`config.mk`:
```
export PLATFORM = sky130hd
export DESIGN_NAME = pid_speed_throttle_brake
export DESIGN_NICKNAME = d
export VERILOG_FILES = /design/src/sv/pst_pkg.sv /design/src/sv/pid_speed_throttle_brake.sv /design/src/sv/pst_cfg.sv /design/src/sv/pst_mul.sv
export SDC_FILE = /design/constraint.sdc
export NUM_CORES = 2
export LEC_CHECK = 0
export ABC_AREA = 0
export BUFFER_PORTS_ARGS = -buffer_cell sky130_fd_sc_hd__buf_2
export CELL_PAD_IN_SITES_DETAIL_PLACEMENT = 2
export CELL_PAD_IN_SITES_GLOBAL_PLACEMENT = 2
export CORE_MARGIN = 3
export CORE_UTILIZATION = 42
export DETAILED_ROUTE_END_ITERATION = 12
export PLACE_DENSITY_LB_ADDON = 0.25
export SYNTH_ARGS = -nofsm -noshare
export SYNTH_HDL_FRONTEND = slang
export SYNTH_HIERARCHICAL = 1
export SYNTH_SLANG_ARGS = --single-unit
```
`constraint.sdc`:
```
create_clock -name clk_i -period 11.35 [get_ports clk_i]
set_clock_uncertainty 0.15 [all_clocks]
set_input_delay 2.27 -clock clk_i [delete_from_list [all_inputs] [get_ports clk_i]]
set_output_delay 2.27 -clock clk_i [all_outputs]
set_load 0.03 [all_outputs]
```
`src/sv/pst_pkg.sv`:
```
// Shared types and constants for the speed PID throttle/brake block.
// No dependencies; imported by every other module of the block.
`timescale 1ns / 1ps
`default_nettype none

package pst_pkg;

  // Field and datapath widths
  localparam int unsigned SpeedW  = 16;
  localparam int unsigned ErrW    = SpeedW + 1;  // target - measured, exact
  localparam int unsigned DiffW   = ErrW + 1;    // error - last error, exact
  localparam int unsigned GainW   = 16;
  localparam int unsigned CapW    = 23;
  localparam int unsigned SumW    = 32;          // integral, Q15.16
  localparam int unsigned DerivW  = 34;          // derivative, Q.8
  localparam int unsigned MulAW   = 35;
  localparam int unsigned MulBW   = GainW + 1;
  localparam int unsigned ProdW   = MulAW + MulBW;
  localparam int unsigned AccW    = 60;          // drive, Q.28
  localparam int unsigned CfgIdxW = 3;
  localparam int unsigned CfgDatW = CapW;

  // Register indexes of the configuration port
  localparam logic [CfgIdxW-1:0] CFG_KP       = 3'd0;
  localparam logic [CfgIdxW-1:0] CFG_KI       = 3'd1;
  localparam logic [CfgIdxW-1:0] CFG_KD       = 3'd2;
  localparam logic [CfgIdxW-1:0] CFG_CAP      = 3'd3;
  localparam logic [CfgIdxW-1:0] CFG_TSTEP    = 3'd4;
  localparam logic [CfgIdxW-1:0] CFG_INV_TSTEP = 3'd5;

  // Reset values of the registers
  localparam logic [GainW-1:0] KP_RST        = 16'd2867;
  localparam logic [GainW-1:0] KI_RST        = 16'd614;
  localparam logic [GainW-1:0] KD_RST        = 16'd4;
  localparam logic [CapW-1:0]  CAP_RST       = 23'd43691;
  localparam logic [GainW-1:0] TSTEP_RST     = 16'd655;
  localparam logic [GainW-1:0] INV_TSTEP_RST = 16'd100;

  typedef struct packed {
    logic signed [SpeedW-1:0] target_speed;
    logic signed [SpeedW-1:0] measured_speed;
  } pst_in_t;

  typedef struct packed {
    logic signed [15:0] throttle;
    logic [14:0]        brake;
  } pst_out_t;

  typedef struct packed {
    logic [GainW-1:0] kp;
    logic [GainW-1:0] ki;
    logic [GainW-1:0] kd;
    logic [CapW-1:0]  integral_cap;
    logic [GainW-1:0] time_step;
    logic [GainW-1:0] inverse_time_step;
  } pst_cfg_t;

endpackage

`default_nettype wire

```
`src/sv/pid_speed_throttle_brake.sv`:
```
// Speed PID controller with integral anti-windup, throttle and brake outputs.
// Top level; depends on pst_pkg, pst_cfg and pst_mul.
`timescale 1ns / 1ps
`default_nettype none

// Each input beat carries a target and a measured speed (signed Q7.8) and
// yields one output beat with throttle (signed Q1.14, at most 1.0, saturated
// at -2.0) and brake (Q1.14, 0..1.0). Each item takes these steps in order:
// the accept cycle, five passes through the single shared 35x17
// multiplier (error*time_step, error change*inverse_time_step, then the kp,
// ki and kd terms), a step that adds the last product and a step that
// clamps and loads the output register, waiting while it holds a stalled result.
// in_stall_o stays high from the accept until the result enters the output
// register; a result waiting there does not block the next accept. The
// integral is clamped from above at integral_cap and saturated from below
// at the 32-bit signed minimum. The configuration port is always ready;
// write it only while the block is idle.

module pid_speed_throttle_brake
  import pst_pkg::*;
(
  input  wire logic               clk_i,
  input  wire logic               rst_ni,
  // input channel
  input  wire logic               in_valid_i,
  output logic                    in_stall_o,
  input  wire pst_in_t            in_data_i,
  // output channel
  output logic                    out_valid_o,
  input  wire logic               out_stall_i,
  output pst_out_t                out_data_o,
  // configuration write channel
  input  wire logic               cfg_valid_i,
  output logic                    cfg_ready_o,
  input  wire logic [CfgIdxW-1:0] cfg_index_i,
  input  wire logic [CfgDatW-1:0] cfg_data_i
);

  // Sequencer codes: one state per use of the shared multiplier, plus idle, add and output states
  localparam logic [2:0] S_IDLE = 3'd0;  // wait for an input beat
  localparam logic [2:0] S_TS   = 3'd1;  // multiply error by time_step
  localparam logic [2:0] S_ITS  = 3'd2;  // update integral; error change * inv step
  localparam logic [2:0] S_KP   = 3'd3;  // hold derivative; kp * error
  localparam logic [2:0] S_KI   = 3'd4;  // start sum; ki * integral
  localparam logic [2:0] S_KD   = 3'd5;  // add integral term; kd * derivative
  localparam logic [2:0] S_ACC  = 3'd6;  // add derivative term
  localparam logic [2:0] S_OUT  = 3'd7;  // clamp and load the output register

  localparam logic signed [33:0] SumMin   = -34'sd2147483648;
  localparam logic signed [45:0] ThrMax   = 46'sd16384;
  localparam logic signed [45:0] ThrMin   = -46'sd32768;
  localparam logic signed [45:0] BrakeLim = -46'sd16384;

  pst_cfg_t cfg;

  logic [2:0] state_q, state_d;

  logic signed [ErrW-1:0]   err_q, err_d;
  logic signed [DiffW-1:0]  diff_q, diff_d;
  logic signed [ErrW-1:0]   last_err_q, last_err_d;
  logic signed [SumW-1:0]   esum_q, esum_d;
  logic signed [DerivW-1:0] deriv_q, deriv_d;
  logic signed [AccW-1:0]   acc_q, acc_d;

  logic                     out_valid_q, out_valid_d;
  pst_out_t                 out_q, out_d;

  logic signed [MulAW-1:0]  mul_a;
  logic signed [MulBW-1:0]  mul_b;
  logic signed [ProdW-1:0]  prod;

  logic in_take, out_take, out_free;

  // Integral update
  logic signed [33:0] inc;
  logic signed [33:0] sum_raw;
  logic signed [33:0] cap_ext;

  // Output shaping
  logic signed [45:0] d14;
  logic signed [45:0] d14_neg;
  logic signed [15:0] throttle;
  logic [14:0]        brake;

  // Configuration registers
  pst_cfg u_cfg (
    .clk_i      (clk_i),
    .rst_ni     (rst_ni),
    .wr_en_i    (cfg_valid_i && cfg_ready_o),
    .wr_index_i (cfg_index_i),
    .wr_data_i  (cfg_data_i),
    .cfg_o      (cfg)
  );

  assign cfg_ready_o = 1'b1;

  // Shared multiplier
  pst_mul u_mul (
    .clk_i (clk_i),
    .a_i   (mul_a),
    .b_i   (mul_b),
    .p_o   (prod)
  );

  assign in_stall_o = (state_q != S_IDLE);
  assign in_take    = in_valid_i && !in_stall_o;
  assign out_take   = out_valid_q && !out_stall_i;
  assign out_free   = !out_valid_q || !out_stall_i;

  // Operand select for the shared multiplier
  always_comb begin
    mul_a = '0;
    mul_b = '0;
    unique case (state_q)
      S_TS: begin
        mul_a = MulAW'(err_q);
        mul_b = $signed({1'b0, cfg.time_step});
      end
      S_ITS: begin
        mul_a = MulAW'(diff_q);
        mul_b = $signed({1'b0, cfg.inverse_time_step});
      end
      S_KP: begin
        mul_a = MulAW'(err_q);
        mul_b = $signed({1'b0, cfg.kp});
      end
      S_KI: begin
        mul_a = MulAW'(esum_q);
        mul_b = $signed({1'b0, cfg.ki});
      end
      S_KD: begin
        mul_a = MulAW'(deriv_q);
        mul_b = $signed({1'b0, cfg.kd});
      end
      default: begin
        mul_a = '0;
        mul_b = '0;
      end
    endcase
  end

  // Integral: floor the Q.24 product down to Q.16, add, then clamp
  assign inc     = prod[41:8];
  assign sum_raw = 34'(esum_q) + inc;
  assign cap_ext = $signed({11'b0, cfg.integral_cap});

  // Drive in Q1.14, floored
  assign d14     = acc_q[AccW-1:14];
  assign d14_neg = -d14;

  always_comb begin
    if (d14 >= ThrMax) begin
      throttle = 16'sd16384;
    end else if (d14 < ThrMin) begin
      throttle = -16'sd32768;
    end else begin
      throttle = d14[15:0];
    end
  end

  always_comb begin
    brake = '0;
    if (d14[45] && err_q[ErrW-1]) begin
      if (d14 < BrakeLim) begin
        brake = 15'd16384;
      end else begin
        brake = d14_neg[14:0];
      end
    end
  end

  // Sequencer and datapath registers
  always_comb begin
    state_d     = state_q;
    err_d       = err_q;
    diff_d      = diff_q;
    last_err_d  = last_err_q;
    esum_d      = esum_q;
    deriv_d     = deriv_q;
    acc_d       = acc_q;
    out_valid_d = out_valid_q;
    out_d       = out_q;

    if (out_take) begin
      out_valid_d = 1'b0;
    end

    unique case (state_q)
      S_IDLE: begin
        if (in_take) begin
          err_d      = ErrW'(in_data_i.target_speed) - ErrW'(in_data_i.measured_speed);
          diff_d     = DiffW'(err_d) - DiffW'(last_err_q);
          last_err_d = err_d;
          state_d    = S_TS;
        end
      end
      S_TS: begin
        state_d = S_ITS;
      end
      S_ITS: begin
        if (sum_raw >= cap_ext) begin
          esum_d = cap_ext[SumW-1:0];
        end else if (sum_raw < SumMin) begin
          esum_d = SumMin[SumW-1:0];
        end else begin
          esum_d = sum_raw[SumW-1:0];
        end
        state_d = S_KP;
      end
      S_KP: begin
        deriv_d = prod[DerivW-1:0];
        state_d = S_KI;
      end
      S_KI: begin
        acc_d   = {prod, 8'b0};
        state_d = S_KD;
      end
      S_KD: begin
        acc_d   = acc_q + AccW'(prod);
        state_d = S_ACC;
      end
      S_ACC: begin
        acc_d   = acc_q + {prod, 8'b0};
        state_d = S_OUT;
      end
      S_OUT: begin
        // hold the result until the output register frees
        if (out_free) begin
          out_d.throttle = throttle;
          out_d.brake    = brake;
          out_valid_d    = 1'b1;
          state_d        = S_IDLE;
        end
      end
      default: begin
        state_d = S_IDLE;
      end
    endcase
  end

  always_ff @(posedge clk_i or negedge rst_ni) begin
    if (!rst_ni) begin
      state_q     <= S_IDLE;
      last_err_q  <= '0;
      esum_q      <= '0;
      out_valid_q <= 1'b0;
    end else begin
      state_q     <= state_d;
      last_err_q  <= last_err_d;
      esum_q      <= esum_d;
      out_valid_q <= out_valid_d;
    end
  end

  always_ff @(posedge clk_i) begin
    err_q   <= err_d;
    diff_q  <= diff_d;
    deriv_q <= deriv_d;
    acc_q   <= acc_d;
    out_q   <= out_d;
  end

  assign out_valid_o = out_valid_q;
  assign out_data_o  = out_q;

  // An accepted beat always starts the multiply sequence
  a_accept_starts : assert property (@(posedge clk_i) disable iff (!rst_ni)
    in_take |=> (state_q == S_TS))
    else $error("accepted beat did not start the sequence");

  // A new result only appears from the output state
  a_result_from_out : assert property (@(posedge clk_i) disable iff (!rst_ni)
    (out_valid_q && !$past(out_valid_q)) |-> ($past(state_q) == S_OUT))
    else $error("result appeared outside the output state");

  // Braking implies a negative throttle
  a_brake_neg_thr : assert property (@(posedge clk_i) disable iff (!rst_ni)
    (out_valid_o && (out_data_o.brake != 15'd0)) |-> out_data_o.throttle[15])
    else $error("brake set with non-negative throttle");

  // The integral never rises above the largest possible cap
  a_esum_bound : assert property (@(posedge clk_i) disable iff (!rst_ni)
    esum_q <= 32'sd8388607)
    else $error("integral above clamp range");

endmodule

`default_nettype wire

```
`src/sv/pst_cfg.sv`:
```
// Configuration register file of the speed PID block.
// Depends on pst_pkg for the register indexes, reset values and pst_cfg_t.
`timescale 1ns / 1ps
`default_nettype none

module pst_cfg
  import pst_pkg::*;
(
  input  wire logic               clk_i,
  input  wire logic               rst_ni,
  input  wire logic               wr_en_i,
  input  wire logic [CfgIdxW-1:0] wr_index_i,
  input  wire logic [CfgDatW-1:0] wr_data_i,
  output pst_cfg_t                cfg_o
);

  pst_cfg_t cfg_q, cfg_d;

  always_comb begin
    cfg_d = cfg_q;
    if (wr_en_i) begin
      unique case (wr_index_i)
        CFG_KP:        cfg_d.kp                = wr_data_i[GainW-1:0];
        CFG_KI:        cfg_d.ki                = wr_data_i[GainW-1:0];
        CFG_KD:        cfg_d.kd                = wr_data_i[GainW-1:0];
        CFG_CAP:       cfg_d.integral_cap      = wr_data_i[CapW-1:0];
        CFG_TSTEP:     cfg_d.time_step         = wr_data_i[GainW-1:0];
        CFG_INV_TSTEP: cfg_d.inverse_time_step = wr_data_i[GainW-1:0];
        default:       cfg_d = cfg_q;  // unmapped index: drop the write
      endcase
    end
  end

  always_ff @(posedge clk_i or negedge rst_ni) begin
    if (!rst_ni) begin
      cfg_q.kp                <= KP_RST;
      cfg_q.ki                <= KI_RST;
      cfg_q.kd                <= KD_RST;
      cfg_q.integral_cap      <= CAP_RST;
      cfg_q.time_step         <= TSTEP_RST;
      cfg_q.inverse_time_step <= INV_TSTEP_RST;
    end else begin
      cfg_q <= cfg_d;
    end
  end

  assign cfg_o = cfg_q;

endmodule

`default_nettype wire

```
`src/sv/pst_mul.sv`:
```
// Shared signed multiplier with a registered product.
// Depends on pst_pkg for the operand and product widths.
`timescale 1ns / 1ps
`default_nettype none

module pst_mul
  import pst_pkg::*;
(
  input  wire logic                    clk_i,
  input  wire logic signed [MulAW-1:0] a_i,
  input  wire logic signed [MulBW-1:0] b_i,
  output logic signed [ProdW-1:0]      p_o
);

  logic signed [ProdW-1:0] p_q, p_d;

  assign p_d = a_i * b_i;

  always_ff @(posedge clk_i) begin
    p_q <= p_d;
  end

  assign p_o = p_q;

endmodule

`default_nettype wire
```
# ---- Word level (Yosys, flattened, before mapping)
# Index checks and enable logic that the tools add are counted.
dict set report op_classes {
  add_sub_neg 6
  mul 1
  n_lt_le_gt_ge 5
  n_eq_ne 14
  n_mux 13
  n_bitwise 1
  n_reduce_logical 23
}
# op count
set op_table {}
lappend op_table {{60-bit case mux with 3 select lines} 1}
lappend op_table {{35-bit case mux with 4 select lines} 1}
lappend op_table {{16-bit case mux with 5 select lines} 1}
lappend op_table {{32-bit two-way mux} 2}
lappend op_table {{60-bit by 52-bit adder with 60-bit output} 1}
lappend op_table {{60-bit adder} 1}
lappend op_table {{35-bit by 17-bit multiplier with 52-bit output} 1}
lappend op_table {{46-bit by 16-bit greater-or-equal comparator with 1-bit output, second input constant} 1}
lappend op_table {{46-bit by 15-bit < comparator with 1-bit output, second input constant} 1}
lappend op_table {{46-bit by 16-bit < comparator with 1-bit output, second input constant} 1}
lappend op_table {{32-bit by 34-bit adder with 34-bit output} 1}
lappend op_table {{34-bit by 24-bit greater-or-equal comparator with 1-bit output} 1}
lappend op_table {{34-bit by 32-bit < comparator with 1-bit output, second input constant} 1}
lappend op_table {{3-bit case mux with 8 select lines} 1}
lappend op_table {{3-bit == test, second input constant} 6}
lappend op_table {{2-bit AND reduction} 9}
lappend op_table {{17-bit by 17-bit subtractor with 18-bit output} 1}
lappend op_table {{16-bit by 16-bit subtractor with 17-bit output} 1}
lappend op_table {{16-bit two-way mux} 1}
lappend op_table {{15-bit two-way mux} 1}
lappend op_table {{15-bit negation} 1}
lappend op_table {{3-bit by 2-bit == test with 1-bit output, second input constant} 4}
lappend op_table {{3-bit by 1-bit == test with 1-bit output, second input constant} 2}
lappend op_table {{3-bit zero test} 2}
lappend op_table {{9 further kinds} 20}
dict set report totals {
  regBits 368
  input_bits 63
  output_inout_bits 34
  elab_cells 82
}

# ---- Depth between registers and ports, before layout
dict set report depth {
  word_depth 5
  depth_mapped 35
  mapped_depth_nobuf 29
}

# ---- Hierarchy
# The synthesis kept the hierarchy.
# mod n_inst cells_each area_each_um2 seq_area_each_um2
set by_module_without_submodules {}
lappend by_module_without_submodules {pst_mul 1 2368 21430.6 1041.0}
lappend by_module_without_submodules {pid_speed_throttle_brake 1 2204 19541.2 6130.9}
lappend by_module_without_submodules {pst_cfg 1 222 3962.6 2616.3}

# ---- Worst setup path after synthesis
# Ideal clock, no wire load.
dict set report synth_timing {
  path_type {reg2reg}
  from {register state_q[1]}
  to {register u_mul.p_q[50] (netlist: u_mul/p_o[50])}
  setup_time_ps 127
  t_arrival_ps 8154
  t_required_ps 11073
  setup_slack_ps 2919
  path_stages_with_launch 27
  n_path_buf 3
  synth_period_minus_slack_ps 8431
  cell_sequence {dfrtp_1 > ha_1 > nor2b_1 > clkbuf_1 > clkbuf_1 > a22oi_1 > nand3_1 > clkbuf_1 > nand2_1 > inv_1 > fa_1 > fa_1 > fa_1 > fa_1 > fa_1 > inv_1 > fa_1 > inv_1 > ha_1 > a21o_1 > a21oi_1 > o2111ai_1 > nand2_1 > nand4bb_1 > and3_1 > o211ai_1 > or3b_1}
}
dict set report synth_between {
  elab_cells_between_ends 9
  classes_between {mul: 1; eq/ne: 5; mux: 2; reduce/logical: 1}
}
# item line
set synth_lines {}
lappend synth_lines {{from (decl)} pid_speed_throttle_brake.sv:56} ;# logic [2:0] state_q, state_d;
lappend synth_lines {{from (signal assigned)} pid_speed_throttle_brake.sv:248} ;# state_q <= state_d;
lappend synth_lines {{3-bit == test (tied with other cells)} pid_speed_throttle_brake.sv:114} ;# unique case (state_q)
lappend synth_lines {{16-bit case mux with 5 select lines (*)} pid_speed_throttle_brake.sv:114}
lappend synth_lines {{named net mul_b[5]} pid_speed_throttle_brake.sv:69} ;# logic signed [MulBW-1:0] mul_b;
lappend synth_lines {{35-bit by 17-bit multiplier with 52-bit output (*)} pst_mul.sv:17} ;# assign p_d = a_i * b_i;
lappend synth_lines {{named net u_mul.p_d[50]} pst_mul.sv:15} ;# logic signed [ProdW-1:0] p_q, p_d;
lappend synth_lines {{to (signal assigned)} pst_mul.sv:20} ;# p_q <= p_d;
lappend synth_lines {{to (decl)} pst_mul.sv:15}
# Mark *: on every way through the listed nets, which the timed path passes. The rest lies on a longest branch.
# A chain may end at the register's enable or synchronous reset.

# ---- Final worst setup path
dict set report layout_timing {
  from {register state_q[1]}
  to {register u_mul.p_q[50] (netlist: u_mul/p_o[50])}
}
dict set report layout_between {
  elab_chain_len 4
  elab_cells_between_ends 9
  classes_between {mul: 1; eq/ne: 5; mux: 2; reduce/logical: 1}
}
# item line
set layout_lines {}
lappend layout_lines {{3-bit by 2-bit == test with 1-bit output / 3-bit by 1-bit == test with 1-bit output (equally long branches)} pid_speed_throttle_brake.sv:114}
lappend layout_lines {{2-bit OR reduction (no line)} --}
lappend layout_lines {{35-bit case mux with 4 select lines (*)} pid_speed_throttle_brake.sv:114}
lappend layout_lines {{named net mul_a[33]} pid_speed_throttle_brake.sv:68} ;# logic signed [MulAW-1:0] mul_a;
lappend layout_lines {{35-bit by 17-bit multiplier with 52-bit output (*)} pst_mul.sv:17}
lappend layout_lines {{named net u_mul.p_d[50]} pst_mul.sv:15}
# Marks and branches as above.

==> results.cfg <==
[cts]
cts_buffer_depth = 3
cts_sinks = 368
cts.htree.levels = 2
root_buffer = clkbuf_16
cts_tree = yes
clk_pin_slew_ns = 0.06
post_cts_buffers = 0
cts_buffers = 43
clk_latency_ns = 0.63
cts_hold_buf = 0
cts_resized = 0

[place]
place_hpwl_um = 126000
pre_cts_ws_ns = 1.42
numPortBuffers = 95
place_inst = 6123
gp_congestion = 0.877

[cells_and_area]
final_cells = 6203
nets = 5736
drive_above_1_share_pct = 9.25
n_fill_cell = 11338
area_growth_syn_to_layout_pct = 7.53

[global_route]
antenna_found_initial = 9
grt_max_degree = 82
grt_pass1_wl_um = 252000
grtUsageTotal_pct = 29.1
grt_pass1_vias = 41530
overflow = 0

[synth]
synthArstFlopShare_pct = 42.4
synth_top_area_share_pct = 25.4
yosysWarnings = 6
synth_seq_area_share_pct = 21.8
yosys-top-cells-area = fa_1 25%, edfxtp_1 11%, ha_1 9.0%
avgSynthCellArea_um2 = 9.37
synth-edff-count = 160
syn-cell-area_um2 = 44900
synth_top_cell_by_area = fa_1
ys_ff_latch = 368
synth.distinct_cells = 96
synth_cells = 4794
synth_most_common_cell = inv_1
synth-main-ff-cell = edfxtp_1
synth_common_cells = 740 x inv_1, 571 x fa_1, 539 x nand2_1

[sta]
tightest_slew_ns = 1.10
worst_slack_ns = 1.33
hold_viol = 0
finalCritPeriodShare_pct = 88.3
fin_setup_tns_ns = 0
clock.fmax_mhz = 99.8
rsz0062_at_grt = false
slew_viol_final = 0
setup_viol = 0
slew_headroom_pct = 24.6
finalCriticalPeriod_ns = 10.02

[setup_path]
critPathCaptureType = flip-flop
cp.required_ns = 11.67
crit_fanout = 34
crit_type = reg -> reg
crit_arrival_ns = 10.35
startpoint_type = flip-flop

[drt]
drc = 0
wl_um = 162000
dr.first_iter.drc_count = 2387
drtAntennaViolNets = 0
route.vias.total = 36170
viasPerCell = 5.83
wl_per_cell_um = 26.0
first_pass_iters = 5

[floorplan]
fp.dieH_um = 333
io_pins = 97
fp.dieW_um = 333
initial_utilization_pct = 42.5
dieArea_um2 = 111000
coreArea_um2 = 106000
fp-row-count = 119

[status]
outcome = finished, final reports clean

[flow_run]
max_cap_violations = 0

[hold_path]
hp-class = reg -> reg
[per-stage QoR]
| step | instance area [um^2] | utilization [%] | hold WS, ns |
|---|---|---|---|
| 6_report | 48300 | 45.7 | 0.361 |
| 5_1_grt | 48300 | 45.7 | 0.380 |
| 4_1_cts | 48300 | 45.7 | 0.363 |
| 3_5_place_dp | 46800 | 44.2 | 0.349 |
| 3_3_place_gp | 46800 | 44.2 | 0.337 |
| 2_1_floorplan | 45000 | - | 0.306 |
[worst paths after layout]
check                                 from         endpoint  slack, ns  depth (start not counted)
max                             state_q[1]    u_mul/p_o[50]       1.33                         27
min                        u_cfg/cfg_o[99]  u_cfg/cfg_o[99]       0.36                          1
max reg2reg                     state_q[1]    u_mul/p_o[50]       1.33                         27
min reg2reg                u_cfg/cfg_o[99]  u_cfg/cfg_o[99]       0.36                          1
max in group asynchronous           rst_ni  u_cfg/cfg_o[89]       7.88                          2
min in group asynchronous           rst_ni  u_cfg/cfg_o[71]       1.56                          1
[worst max-delay path, stage by stage, from the launching register on]
cell       delay [ns]
dfrtp_1          0.42
inv_1            0.11
ha_1             0.24
nor2b_1          0.24
buf_4            0.35
or2_2            0.43
a22o_1           0.66
a21oi_1          0.21
nand2_1          0.83
nand2_1          0.33
inv_1            0.16
fa_1             0.48
fa_1             0.95
fa_1             0.54
fa_1             0.48
fa_1             0.55
inv_1            0.07
fa_1             0.53
inv_1            0.04
ha_1             0.38
a21o_1           0.20
a21oi_1          0.25
o2111ai_1        0.16
nand2_1          0.13
nand4bb_1        0.19
and3_1           0.26
o211ai_1         0.14
or3b_1           0.35
[placed cells by master, fill, tap and decap left out, types with 31 or more instances in the layout]
cell / Yosys / layout
inv_1: 740 / 738
fa_1: 571 / 571
nand2_1: 539 / 539
ha_1: 325 / 325
and2_1: 271 / 269
a21oi_1: 209 / 208
edfxtp_1: 160 / 160
nor2_1: 159 / 158
o21ai_0: 153 / 153
dfrtp_1: 125 / 125
xnor2_1: 124 / 124
mux2_2: 118 / 118
a21o_1: 113 / 113
buf_2: 7 / 94
xor2_1: 84 / 84
nand3_1: 68 / 67
a22oi_1: 67 / 67
nand4_1: 62 / 62
buf_4: 1 / 59
nand2b_1: 53 / 52
dfxtp_1: 52 / 52
nor3_1: 50 / 50
clkbuf_16: 0 / 49
and3_1: 42 / 42
o21bai_1: 33 / 33
o21ai_1: 32 / 32
dfstp_2: 31 / 31
[cell families after synthesis]
| logic type | count (synthesis) | share of synthesized area (%) |
|---|---|---|
| compound gates | 874 | 13.1 |
| xor+xnor | 209 | 4.09 |
| mux | 146 | 3.73 |
| fa+ha+maj | 896 | 34.5 |
| flops | 368 | 21.8 |
| simple gates | 1334 | 14.6 |
| buf+inv | 965 | 8.25 |
| other cells | 2 | 0.0167 |
[sequential cells by signal, indices dropped and copies added (netlist names)]
register / flops
u_cfg/cfg_o: 103
acc_q: 60
u_mul/p_o: 52
deriv_q: 34
esum_q: 32
out_data_o: 31
diff_q: 18
err_q: 17
last_err_q: 17
state_q: 3
out_valid_o: 1
[final cells by class]
class	count	area [um^2]	share of cell area, %
Clock buffer	62	1370	2.83
Sequential cell	368	9790	20.3
Tap cell	1391	1740	3.60
Multi-Input combinational cell	3468	31500	65.2
Timing Repair Buffer	155	945	1.96
Antenna cell	1	2.50	0.00518
Inverter	741	2780	5.76
Clock inverter	17	185	0.383
[metal layers]
metal  track usage, %  up-vias  share of wire [%]
met5                0        -             0.0080
met3             2.76      247                4.2
met4             8.25        2                2.9
met2             50.9      861                 50
met1             38.4    19279                 43
li1                 -    15781                  -
Power is left out: the tool's default activity adds up to more than one toggle a clock period on the data nets, which glitch-free logic cannot reach.
